==> src/sv/clsr_ram.sv <==
`timescale 1ns / 1ps

module clsr_ram #(
  parameter int WIDTH = 31,
  parameter int DEPTH = 32,
  parameter int AW    = (DEPTH > 1) ? $clog2(DEPTH) : 1
) (
  input  logic             clk_i,
  input  logic             we_i,
  input  logic [AW-1:0]    waddr_i,
  input  logic [WIDTH-1:0] wdata_i,
  input  logic             re_i,
  input  logic [AW-1:0]    raddr_i,
  output logic [WIDTH-1:0] rdata_o
);

  logic [WIDTH-1:0] mem_q [DEPTH];
  logic [WIDTH-1:0] rdata_q;

  // One write port, one registered read port
  always_ff @(posedge clk_i) begin
    if (we_i) begin
      mem_q[waddr_i] <= wdata_i;
    end
    if (re_i) begin
      rdata_q <= mem_q[raddr_i];
    end
  end

  assign rdata_o = rdata_q;

endmodule

==> config.mk <==
export PLATFORM = sky130hd
export DESIGN_NAME = clsr_ram
export DESIGN_NICKNAME = d
export VERILOG_FILES = /design/src/sv/clsr_ram.sv
export SDC_FILE = /design/constraint.sdc
export NUM_CORES = 1
export LEC_CHECK = 0
export ABC_AREA = 1
export BUFFER_PORTS_ARGS = -buffer_cell sky130_fd_sc_hd__clkbuf_2
export CAP_MARGIN = 10
export CORE_ASPECT_RATIO = 2
export CORE_UTILIZATION = 40
export DETAILED_ROUTE_END_ITERATION = 7
export HOLD_SLACK_MARGIN = 0.15
export SYNTH_ARGS = -nofsm -noshare
export SYNTH_HDL_FRONTEND = slang
export SYNTH_SLANG_ARGS = --single-unit
==> constraint.sdc <==
create_clock -name clk_i -period 2.76 [get_ports clk_i]
set_input_delay 0.414 -clock clk_i [delete_from_list [all_inputs] [get_ports clk_i]]
set_output_delay 0.414 -clock clk_i [all_outputs]
set_load 0.05 [all_outputs]
==> summary.txt <==
Clock tree
  • Buffer levels on the longest clock path: 3
  • Hold buffer count at CTS: 0
  • Register clock-pin slew on the reported worst setup and hold paths: 70 ps
  • TritonCTS Buffers: 85
  • Clock tree from TritonCTS: built
  • Total clock sinks: 1023
  • Worst skew pair latency: 670 ps
  • Quantity of gates resized following cts: 0
  • H-Tree Level Count: 3
  • CTS root buf: sky130_fd_sc_hd__clkbuf_16
  • Post CTS Setup Buffer Count: 0

STA
  • Max Freq: 0.513 GHz
  • Number of slew-limit violations in the final report: 0
  • Relative slew margins: 0.500
  • RSZ-0062 raised after global routing: false
  • Total Neg Setup Slack: 0 ps
  • Final min period: 1950 ps
  • Worst-margin pin slew: 750 ps
  • Worst Skew: 20.6 ps
  • Final setup vio count: 0
  • Post-layout worst setup margin: 809 ps
  • Final Hold Viols: 0
  • Fraction of the cycle the final worst path needs: 0.707

Synthesis
  • Largest family of logic cells by synthesized area: simple AND/OR/NAND/NOR gates
  • Share of the synthesized netlist area taken by xor and xnor gates: 0
  • #FFs+latches synth: 1023
  • Post-synthesis adder-cell area fraction: 0
  • Syn_area_per_cell: 12.0 um^2
  • Cell Area, Synth: 0.0410 mm^2
  • Area leader, netlist: sky130_fd_sc_hd__edfxtp_1
  • Number of nets in the synthesized netlist: 3470
  • Post-synthesis mux area share: 0
  • Top area cells in the synthesized netlist: sky130_fd_sc_hd__edfxtp_1 75%, sky130_fd_sc_hd__nand2_1 13%, sky130_fd_sc_hd__nand3_1 9.2%, sky130_fd_sc_hd__buf_2 1.5%, sky130_fd_sc_hd__buf_4 0.73%
  • Count of different cell masters after synthesis: 10
  • Part of the Yosys area used for sequential elements: 0.749
  • Yosys Warn Count: 0
  • Share of the synthesized area in the top cell type: 0.749
  • Synth Instances: 3426
  • Synthesized-area fraction occupied by and/or/nand/nor cells: 0.223
  • Compound-Gate Fraction of Synth Area: 0

Critical path
  • Critical path data arrival time: 1540 ps
  • Required arrival time at the worst endpoint: 2350 ps
  • Endpoint class of the critical path: primary output
  • Crit start category: flop
  • Worst path buffer plus inverter count: 1
  • Worst-path fanout max: 1
  • Flop-to-flop setup slack: 1430 ps
  • Top delay family on crit path: flip-flops
  • Worst flop-to-flop path endpoint: rdata_o[3]
  • Sequence of cells on the critical path: clkbuf_2
  • Slowest stage cell, crit path: sky130_fd_sc_hd__edfxtp_1
  • Worst reg2reg path startpoint: mem_q[29][3]
  • Worst path max stage delay: 520 ps
  • Reg2Reg Depth: 8
  • Start-to-end type of the worst setup path: flop to primary output

Finish
  • Net count reported at finish: 3530
  • Ratio of cells with drive above 1 in the final layout: 0.0956
  • Sequential cell area: 0.0307 mm^2
  • Number of fill cells in the layout: 8919
  • Most common library cell in the layout ignoring fill and taps: sky130_fd_sc_hd__nand2_1
  • Synth-to-layout area growth: 13.2%
  • Most frequent cells in the layout: 1395 x sky130_fd_sc_hd__nand2_1, 1023 x sky130_fd_sc_hd__edfxtp_1, 756 x sky130_fd_sc_hd__nand3_1
  • Post-route design area: 0.0464 mm^2
  • Area taken by multi-input logic gates: 0.00938 mm^2

Run
  • Max-cap violation count: 0

Global routing
  • Final global-route overflow total: 0
  • Maximum number of pins on one net before global-route repair: 128
  • Overall track demand over capacity in global routing: 0.223
  • Via count of the first global-routing pass: 25.8k
  • Number of antenna violations at the first check in global routing: 4
  • First-pass GRT wire length: 170000 um

Power and ir drop
  • Leak Pwr: 0.0168 uW
  • Max IR drop VDD: 471 uV
  • Pwr per Cell Area: 686 mW/mm^2

Route
  • Drt first pass iters: 5
  • Routed wire length: 116000 um
  • Avg WL per Cell: 23.8 um
  • Count of nets left with antenna violations after detail routing: 0
  • Number of DRC violations after detailed routing: 0
  • Vias per inst: 5.41
  • Number of DRC markers after the initial detailed-route iteration: 2315
  • Overall via count from detail_route: 26.5k

Min path
  • Hold Path Depth: 2
  • HP Start: re_i
  • Type of the most critical hold path: input port to flop
  • Worst-case hold path end point: rdata_o[15]

Placement
  • Placed cell areas: 0.0436 mm^2
  • IO buf count: 74
  • Placer Congestion: 0.788
  • DPL Wire Length: 62400 um
  • Place WS: 504 ps

Die
  • Overall die area: 0.104 mm^2
  • Die extent in x: 228 um
  • Starting density of the core: 0.404
  • I/O pin total: 75
  • Core area: 0.101 mm^2
  • Die Ht: 455 um
  • Number of standard-cell rows in the floorplan: 165

Outcome
  • Run status: finished, final reports clean
worst reg2reg max path, cell delays in order (launching register included):
cell,delay (ps)
sky130_fd_sc_hd__edfxtp_1,370
sky130_fd_sc_hd__nand2_1,80
sky130_fd_sc_hd__nand3_1,90
sky130_fd_sc_hd__nand3_1,90
sky130_fd_sc_hd__nand2_1,60
sky130_fd_sc_hd__nand2_1,60
sky130_fd_sc_hd__nand2_1,80
sky130_fd_sc_hd__nand2_1,70
sky130_fd_sc_hd__nand2_1,130
cells in the mapped netlist (all sizes together):
master,n
nand2,1395
edfxtp,1023
nand3,756
buf,185
nor2,32
clkbuf,25
inv,10
sequential cells by signal, summed over array words and instances (netlist names):
name,flops
rdata_o,31
mem_q,992
power by group:
part	internal, uW	switching, uW	leakage (uW)
Sequential	17300	71.1	0.00925
Clock	6750	5560	0.00135
Combinational	542	1600	0.00618
layer usage:
| layer | GRT usage | vias up | share of wire |
|---|---|---|---|
| li1 | - | 12100 | - |
| met1 | 0.258 | 13300 | 0.37 |
| met2 | 0.412 | 912 | 0.53 |
| met3 | 0.0334 | 232 | 0.059 |
| met4 | 0.0912 | 2 | 0.038 |
| met5 | 0 | - | 0.000094 |
kinds of logic after synthesis:
| family | Yosys count |
|---|---|
| and+or+nand+nor | 2183 |
| DFF | 1023 |
| buffers and inverters | 220 |
worst max-delay path by stage:
stage	startpoint	end	slack (ps)	depth (start not counted)
2_1_floorplan	waddr_i[0]	mem_q[0][0]	310	3
3_3_place_gp	waddr_i[0]	mem_q[12][30]	520	6
3_5_place_dp	we_i	mem_q[12][29]	500	5
4_1_cts	rdata_o[8]	rdata_o[8]	810	1
5_1_grt	rdata_o[8]	rdata_o[8]	770	1
6_report	rdata_o[6]	rdata_o[6]	810	1
layout make-up:
class                   count  area share
clock buffers             105      0.0484
inverters                  10     0.00127
clock inverters            51      0.0113
flip-flops and latches   1023       0.662
repair buffers            183      0.0389
well taps                1336      0.0360
diodes                      2    0.000108
multi-input cells        2183       0.202
stage by stage:
stage / hold WS, ps / utilization / std cells / total power, uW
2_1_floorplan: 513 / - / 3426 / 19000
3_3_place_gp: 794 / 0.430 / 4735 / 19900
3_5_place_dp: 824 / 0.430 / 4735 / 19900
4_1_cts: 334 / 0.458 / 4891 / 32000
5_1_grt: 372 / 0.458 / 4893 / 32700
6_report: 364 / 0.458 / 4893 / 31900
(Power assumes the default switching activity.)
