===== src/sv/clsr_pkg.sv =====
`timescale 1ns / 1ps

package clsr_pkg;

  // Shuffle table geometry
  localparam int TABLE_DEPTH = 32;
  localparam int IDX_W       = (TABLE_DEPTH > 1) ? $clog2(TABLE_DEPTH) : 1;
  localparam int WARM_STEPS  = TABLE_DEPTH + 8;
  localparam int CNT_W       = $clog2(WARM_STEPS);
  localparam int VAL_W       = 31;

  // Generator constants (Schrage form: m = a*q + r)
  localparam logic [30:0] MOD_ONE = 31'd2147483563;
  localparam logic [30:0] MOD_TWO = 31'd2147483399;
  localparam logic [15:0] MUL_ONE = 16'd40014;
  localparam logic [15:0] MUL_TWO = 16'd40692;
  localparam logic [15:0] QUO_ONE = 16'd53668;
  localparam logic [15:0] QUO_TWO = 16'd52774;
  localparam logic [13:0] REM_ONE = 14'd12211;
  localparam logic [13:0] REM_TWO = 14'd3791;

  // Reciprocals of q for the z / q estimate
  localparam int          RECIP_SHIFT = 47;
  localparam logic [31:0] RECIP_ONE   = 32'((64'd1 << RECIP_SHIFT) / 64'(QUO_ONE));
  localparam logic [31:0] RECIP_TWO   = 32'((64'd1 << RECIP_SHIFT) / 64'(QUO_TWO));

  // Output fold and table bucket size
  localparam logic [30:0] FOLD_SPAN  = 31'(MOD_ONE - 31'd1);
  localparam logic [31:0] BUCKET     = 32'(64'd1 + 64'(FOLD_SPAN) / 64'(TABLE_DEPTH));
  localparam int          BKT_SHIFT  = 48;
  localparam logic [31:0] BKT_RECIP  = 32'((64'd1 << BKT_SHIFT) / 64'(BUCKET));

  // Reset values
  localparam logic [30:0] GEN_ONE_INIT = 31'd1;
  localparam logic [30:0] GEN_TWO_INIT = 31'd123456789;

  typedef enum logic {
    GEN_ONE,
    GEN_TWO
  } clsr_gen_e;

  typedef enum logic [2:0] {
    ST_IDLE,
    ST_WARM_ISSUE,
    ST_WARM_WAIT,
    ST_SETTLE,
    ST_DRAW_ISSUE,
    ST_DRAW_WAIT,
    ST_OUT
  } clsr_state_e;

  // Result of one generator step
  typedef struct packed {
    logic              done;
    logic [VAL_W-1:0]  value;
  } clsr_step_t;

endpackage


===== src/sv/clsr_schrage.sv =====
`timescale 1ns / 1ps

// Three-stage Schrage step: v = a*(z mod q) - r*(z / q), folded by m if negative
module clsr_schrage (
  input  logic                    clk_i,
  input  logic                    rst_ni,
  input  clsr_pkg::clsr_gen_e     gen_sel_i,
  input  logic                    start_i,
  input  logic [30:0]             z_i,
  output clsr_pkg::clsr_step_t    step_o
);

  logic [15:0] mul_c;
  logic [15:0] quo_c;
  logic [13:0] rem_c;
  logic [30:0] mod_c;
  logic [31:0] recip_c;

  // Constant set of the selected generator
  always_comb begin
    unique case (gen_sel_i)
      clsr_pkg::GEN_ONE: begin
        mul_c   = clsr_pkg::MUL_ONE;
        quo_c   = clsr_pkg::QUO_ONE;
        rem_c   = clsr_pkg::REM_ONE;
        mod_c   = clsr_pkg::MOD_ONE;
        recip_c = clsr_pkg::RECIP_ONE;
      end
      clsr_pkg::GEN_TWO: begin
        mul_c   = clsr_pkg::MUL_TWO;
        quo_c   = clsr_pkg::QUO_TWO;
        rem_c   = clsr_pkg::REM_TWO;
        mod_c   = clsr_pkg::MOD_TWO;
        recip_c = clsr_pkg::RECIP_TWO;
      end
      default: begin
        mul_c   = clsr_pkg::MUL_ONE;
        quo_c   = clsr_pkg::QUO_ONE;
        rem_c   = clsr_pkg::REM_ONE;
        mod_c   = clsr_pkg::MOD_ONE;
        recip_c = clsr_pkg::RECIP_ONE;
      end
    endcase
  end

  // Stage 1: z times reciprocal of q
  logic [30:0] z1_q;
  logic [62:0] prod1_q;
  logic        v1_q;

  // Stage 2: quotient estimate plus one correction
  logic [15:0] hi_est;
  logic [31:0] hq;
  logic [31:0] lo_est;
  logic [15:0] hi_d;
  logic [15:0] lo_d;
  logic [15:0] hi2_q;
  logic [15:0] lo2_q;
  logic        v2_q;

  always_comb begin
    hi_est = prod1_q[62:clsr_pkg::RECIP_SHIFT];
    hq     = 32'(hi_est) * 32'(quo_c);
    lo_est = 32'(z1_q) - hq;
    if (lo_est >= 32'(quo_c)) begin
      hi_d = hi_est + 16'd1;
      lo_d = 16'(lo_est - 32'(quo_c));
    end else begin
      hi_d = hi_est;
      lo_d = lo_est[15:0];
    end
  end

  // Stage 3: a*lo - r*hi, add m when negative
  logic [32:0]        alo;
  logic [32:0]        hr;
  logic signed [32:0] v_raw;
  logic signed [32:0] v_fix;
  logic [30:0]        res3_q;
  logic               v3_q;

  always_comb begin
    alo   = 33'(mul_c) * 33'(lo2_q);
    hr    = 33'(hi2_q) * 33'(rem_c);
    v_raw = $signed(alo) - $signed(hr);
    if (v_raw[32]) begin
      v_fix = v_raw + $signed(33'(mod_c));
    end else begin
      v_fix = v_raw;
    end
  end

  // Valid pipeline
  always_ff @(posedge clk_i or negedge rst_ni) begin
    if (!rst_ni) begin
      v1_q <= 1'b0;
      v2_q <= 1'b0;
      v3_q <= 1'b0;
    end else begin
      v1_q <= start_i;
      v2_q <= v1_q;
      v3_q <= v2_q;
    end
  end

  // Data pipeline
  always_ff @(posedge clk_i) begin
    if (start_i) begin
      z1_q    <= z_i;
      prod1_q <= 63'(z_i) * 63'(recip_c);
    end
    if (v1_q) begin
      hi2_q <= hi_d;
      lo2_q <= lo_d;
    end
    if (v2_q) begin
      res3_q <= v_fix[30:0];
    end
  end

  assign step_o.done  = v3_q;
  assign step_o.value = res3_q;

endmodule


===== config.mk =====
export PLATFORM = sky130hd
export DESIGN_NAME = clsr_schrage
export DESIGN_NICKNAME = d
export VERILOG_FILES = /design/src/sv/clsr_pkg.sv /design/src/sv/clsr_schrage.sv
export SDC_FILE = /design/constraint.sdc
export NUM_CORES = 2
export LEC_CHECK = 0
export BUFFER_PORTS_ARGS = -buffer_cell sky130_fd_sc_hd__buf_4
export CAP_MARGIN = 5
export CORE_MARGIN = 5
export CORE_UTILIZATION = 60
export DETAILED_ROUTE_END_ITERATION = 7
export PLACE_DENSITY = 0.74
export SKIP_CTS_REPAIR_TIMING = 1
export SLEW_MARGIN = 20
export SYNTH_ARGS = -nofsm -noshare
export SYNTH_HDL_FRONTEND = slang
export SYNTH_SLANG_ARGS = --single-unit

===== constraint.sdc =====
create_clock -name clk_i -period 12.55 [get_ports clk_i]
set_clock_uncertainty 0.05 [all_clocks]
set_input_delay 0.6275 -clock clk_i [delete_from_list [all_inputs] [get_ports clk_i]]
set_output_delay 0.6275 -clock clk_i [all_outputs]
set_load 0.02 [all_outputs]

==> impl.org <==
** Outcome
- The flow ran to the end, and the final reports show no timing, DRC or antenna violations.

** Drt
- The pre-antenna-repair detailed-routing pass consisted of 7 iterations.
- DRC viols :: 0
- Number of vias after detailed routing :: between 20000 and 30000
- For this block, the routed nets add up to 110000 um of wire.
- Detail Route Antenna Nets :: 0
- Count of routing violations after the opening detailed-route iteration :: between 1500 and 2000
- Routed via count divided by cell count :: between 5 and 6
- Average routed wire per standard cell :: 19.6 um

** CTS
- Total clock sinks :: 113
- CTS root buf :: clkbuf_16
- Insertion delay to the later sink of the worst-skew pair :: ~0.46 ns
- The H-tree generated during clock tree synthesis spans 4 levels.
- Clock edge transition at the registers on the reported setup and hold paths :: 0.07 ns
- Maximum root-to-sink buffer count :: 2
- TritonCTS built the clock tree.
- Total CTS buffers :: 17

** Synth
- After synthesis, flip-flops and latches occupy under 10% of the total area.
- Synth top area share :: roughly 45%
- After synthesis the netlist holds a flip-flop and latch count of ~110.
- Among all flip-flop cells after synthesis, the most frequent one is edfxtp_1.
- Post-synthesis instance total :: between 4000 and 5000
- By area the synthesized netlist is led by fa_1, ha_1, inv_1.
- During synthesis, Yosys emitted a total of 0 warnings.
- In this run, distinct cell masters in the synthesized netlist total 81.
- Library cell occupying the most area in the post-synthesis netlist :: fa_1
- Count of flip-flops with a built-in enable after synthesis :: between 100 and 150
- Fraction of registers with async set/reset :: between 2 and 3%
- Syn avg cell area :: 10.3 um2
- The cell area that synthesis handed to floorplanning was 46300 um2.

** Die
- The die is between 200 and 300 um wide.
- The core region is 76200 um2.
- The initial utilization of the core area, before any placement, comes to 60.8%.
- Vertical die dimension :: between 200 and 300 um
- Pin placement for this block handled 67 I/O pins.
- Area of the die :: around 83000 um2
- After floorplanning, the core was divided into slightly above 100 placement rows.

** Timing
- Hold violation total from the final report :: 0
- Derived from the worst setup path, the maximum achievable clock frequency is around 99 MHz.
- Worst-Margin Slew :: about 1.2 ns
- Setup repair after global routing left no endpoint under its margin.
- In the final timing run, aggregate negative setup slack is 0 ns.
- Ratio of final minimum period to clock period :: 80.4%
- The smallest clock period supported by the final layout is computed as roughly 10 ns.
- The worst pin sits at a relative slew slack of a little under a quarter.
- Setup violations remaining at the end of the flow were counted as 0.
- The count of final max-slew check failures came to 0.

** Global route
- Tot GR Track Use :: between 20% and 30%
- The via count of the first global-routing pass is ~33000.
- Total gr overflow :: 0
- Antenna violations before repair :: 0
- Global-route wire length before repair :: between 150000 and 200000 um
- Entering global routing, the biggest net connects just over 60 pins.

** Worst setup path
- The worst setup path is of the input pin to flip-flop kind.
- Slowest cell on the critical path :: nor2_1
- For this run, the slowest stage of the critical path takes ~0.69 ns.
- Along the worst path, the maximum fanout reaches between 40 and 50.
- Type of origin of the critical path :: input pin
- CP Capture Type :: flip-flop
- Required time worst endpoint :: 12.71 ns
- Counting stages on the worst path, the most repeated cell is fa_1.
- STA puts the critical path data arrival time at approximately 10 ns.

** Place
- Detail Placement HPWL :: between 90000 and 100000 um
- At the end of routability-driven placement, the weighted congestion stood at 0.965.
- Buffers added on ports :: 66

** Final layout
- The library cell used most frequently in the layout, excluding fill and tap cells, is inv_1.
- The net count of the finished layout is ~6500.
- Cells with a size suffix above 1 make up ~3.4% of the layout.
- The sequential cells in the finished layout cover a total of ~3400 um2.
- The layout has 6104 filler cells.
- Multi-input gate area in the final layout :: roughly 37000 um2
- Post-synthesis to final-layout area growth :: 5.06%
- Leading cell types in the layout, fill and taps excluded :: inv_1, fa_1, ha_1, nand2_1, edfxtp_1

** Flow run
- Max-cap violations in this run came to 0.

** Min path
- Min-Delay Path Class :: input pin to async pin
[stage by stage]
step	setup WS, ns	hold WS [ns]	instance area, um2	util, %	cells
2_1_floorplan	3.56	0.282	46300	-	4527
3_3_place_gp	2.22	0.390	48000	63.0	5581
3_5_place_dp	2.03	0.393	48000	63.0	5581
4_1_cts	2.52	-0.0912	48600	63.8	5613
5_1_grt	1.90	0.472	48600	63.8	5614
6_report	2.46	0.470	48600	63.8	5615
[cell type report]
type	count	area share [%]
Tap cell	1030	2.65
Sequential cell	113	6.94
Multi-Input combinational cell	2919	76.8
Inverter	1441	11.1
Clock inverter	15	0.376
Timing Repair Buffer	79	1.25
Antenna cell	1	0.00514
Clock buffer	17	0.875
[state kept, by name, summed over array words and instances (netlist names)]
signal and flops:
hi2_q 16, z1_q 31, v1_q 1, v2_q 1, lo2_q 16, prod1_q 16
res3_q 31, v3_q 1
[synthesized netlist by cell type, drive strengths merged (22+ instances only)]
cell type  count
or2           22
clkbuf        42
fa          1032
edfxtp       110
xnor2         90
o21a          26
nand2        229
nor3          27
ha           846
a21oi        105
nand4         25
nor2         106
xor2          48
nor2b         24
nand3         36
o21ai         65
a21o          50
inv         1441
[worst max-delay path, delay by kind of cell]
| family | cells | cell delay (ns) |
|---|---|---|
| AND/OR/NAND/NOR | 6 | 1.82 |
| XOR/XNOR | 1 | 0.08 |
| AO/OA/AOI/OAI | 6 | 1.59 |
| adder cells (fa/ha/maj) | 9 | 4.20 |
| buffers and inverters | 10 | 1.87 |
[final timing paths]
kind,startpoint,to,cells after the start,slack [ns]
setup / recovery,gen_sel_i,prod1_q[61]$_DFFE_PP_,32,2.46
hold / removal,rst_ni,v3_q$_DFF_PN0_,2,0.47
setup reg to reg,lo2_q[7]$_DFFE_PP_,res3_q[30]$_DFFE_PP_,26,3.27
hold reg to reg,v1_q$_DFF_PN0_,v2_q$_DFF_PN0_,0,0.47
max in group asynchronous,rst_ni,v2_q$_DFF_PN0_,2,11.85
min in group clk_i,v1_q$_DFF_PN0_,v2_q$_DFF_PN0_,0,0.47
[cell families after synthesis]
logic type | share of synthesized area, %
DFF | 7.30
other | 0.0162
adders and majority gates | 67.5
and+or+nand+nor | 5.68
AOI/OAI and AO/OA | 4.60
xor gates and xnor gates | 2.61
muxes | 0.143
buffers and inverters | 12.2
[layer usage]
metal  vias to the layer above  track usage, %  wire, um
met2                       892            48.1     54200
met4                         0            9.24      4310
met3                       250            4.32      6430
li1                      13731               -         -
met5                         -               0         0
met1                     15106            37.3     45300
Power is left out: the tool's default activity adds up to more than one toggle a clock period on the data nets, which glitch-free logic cannot reach.
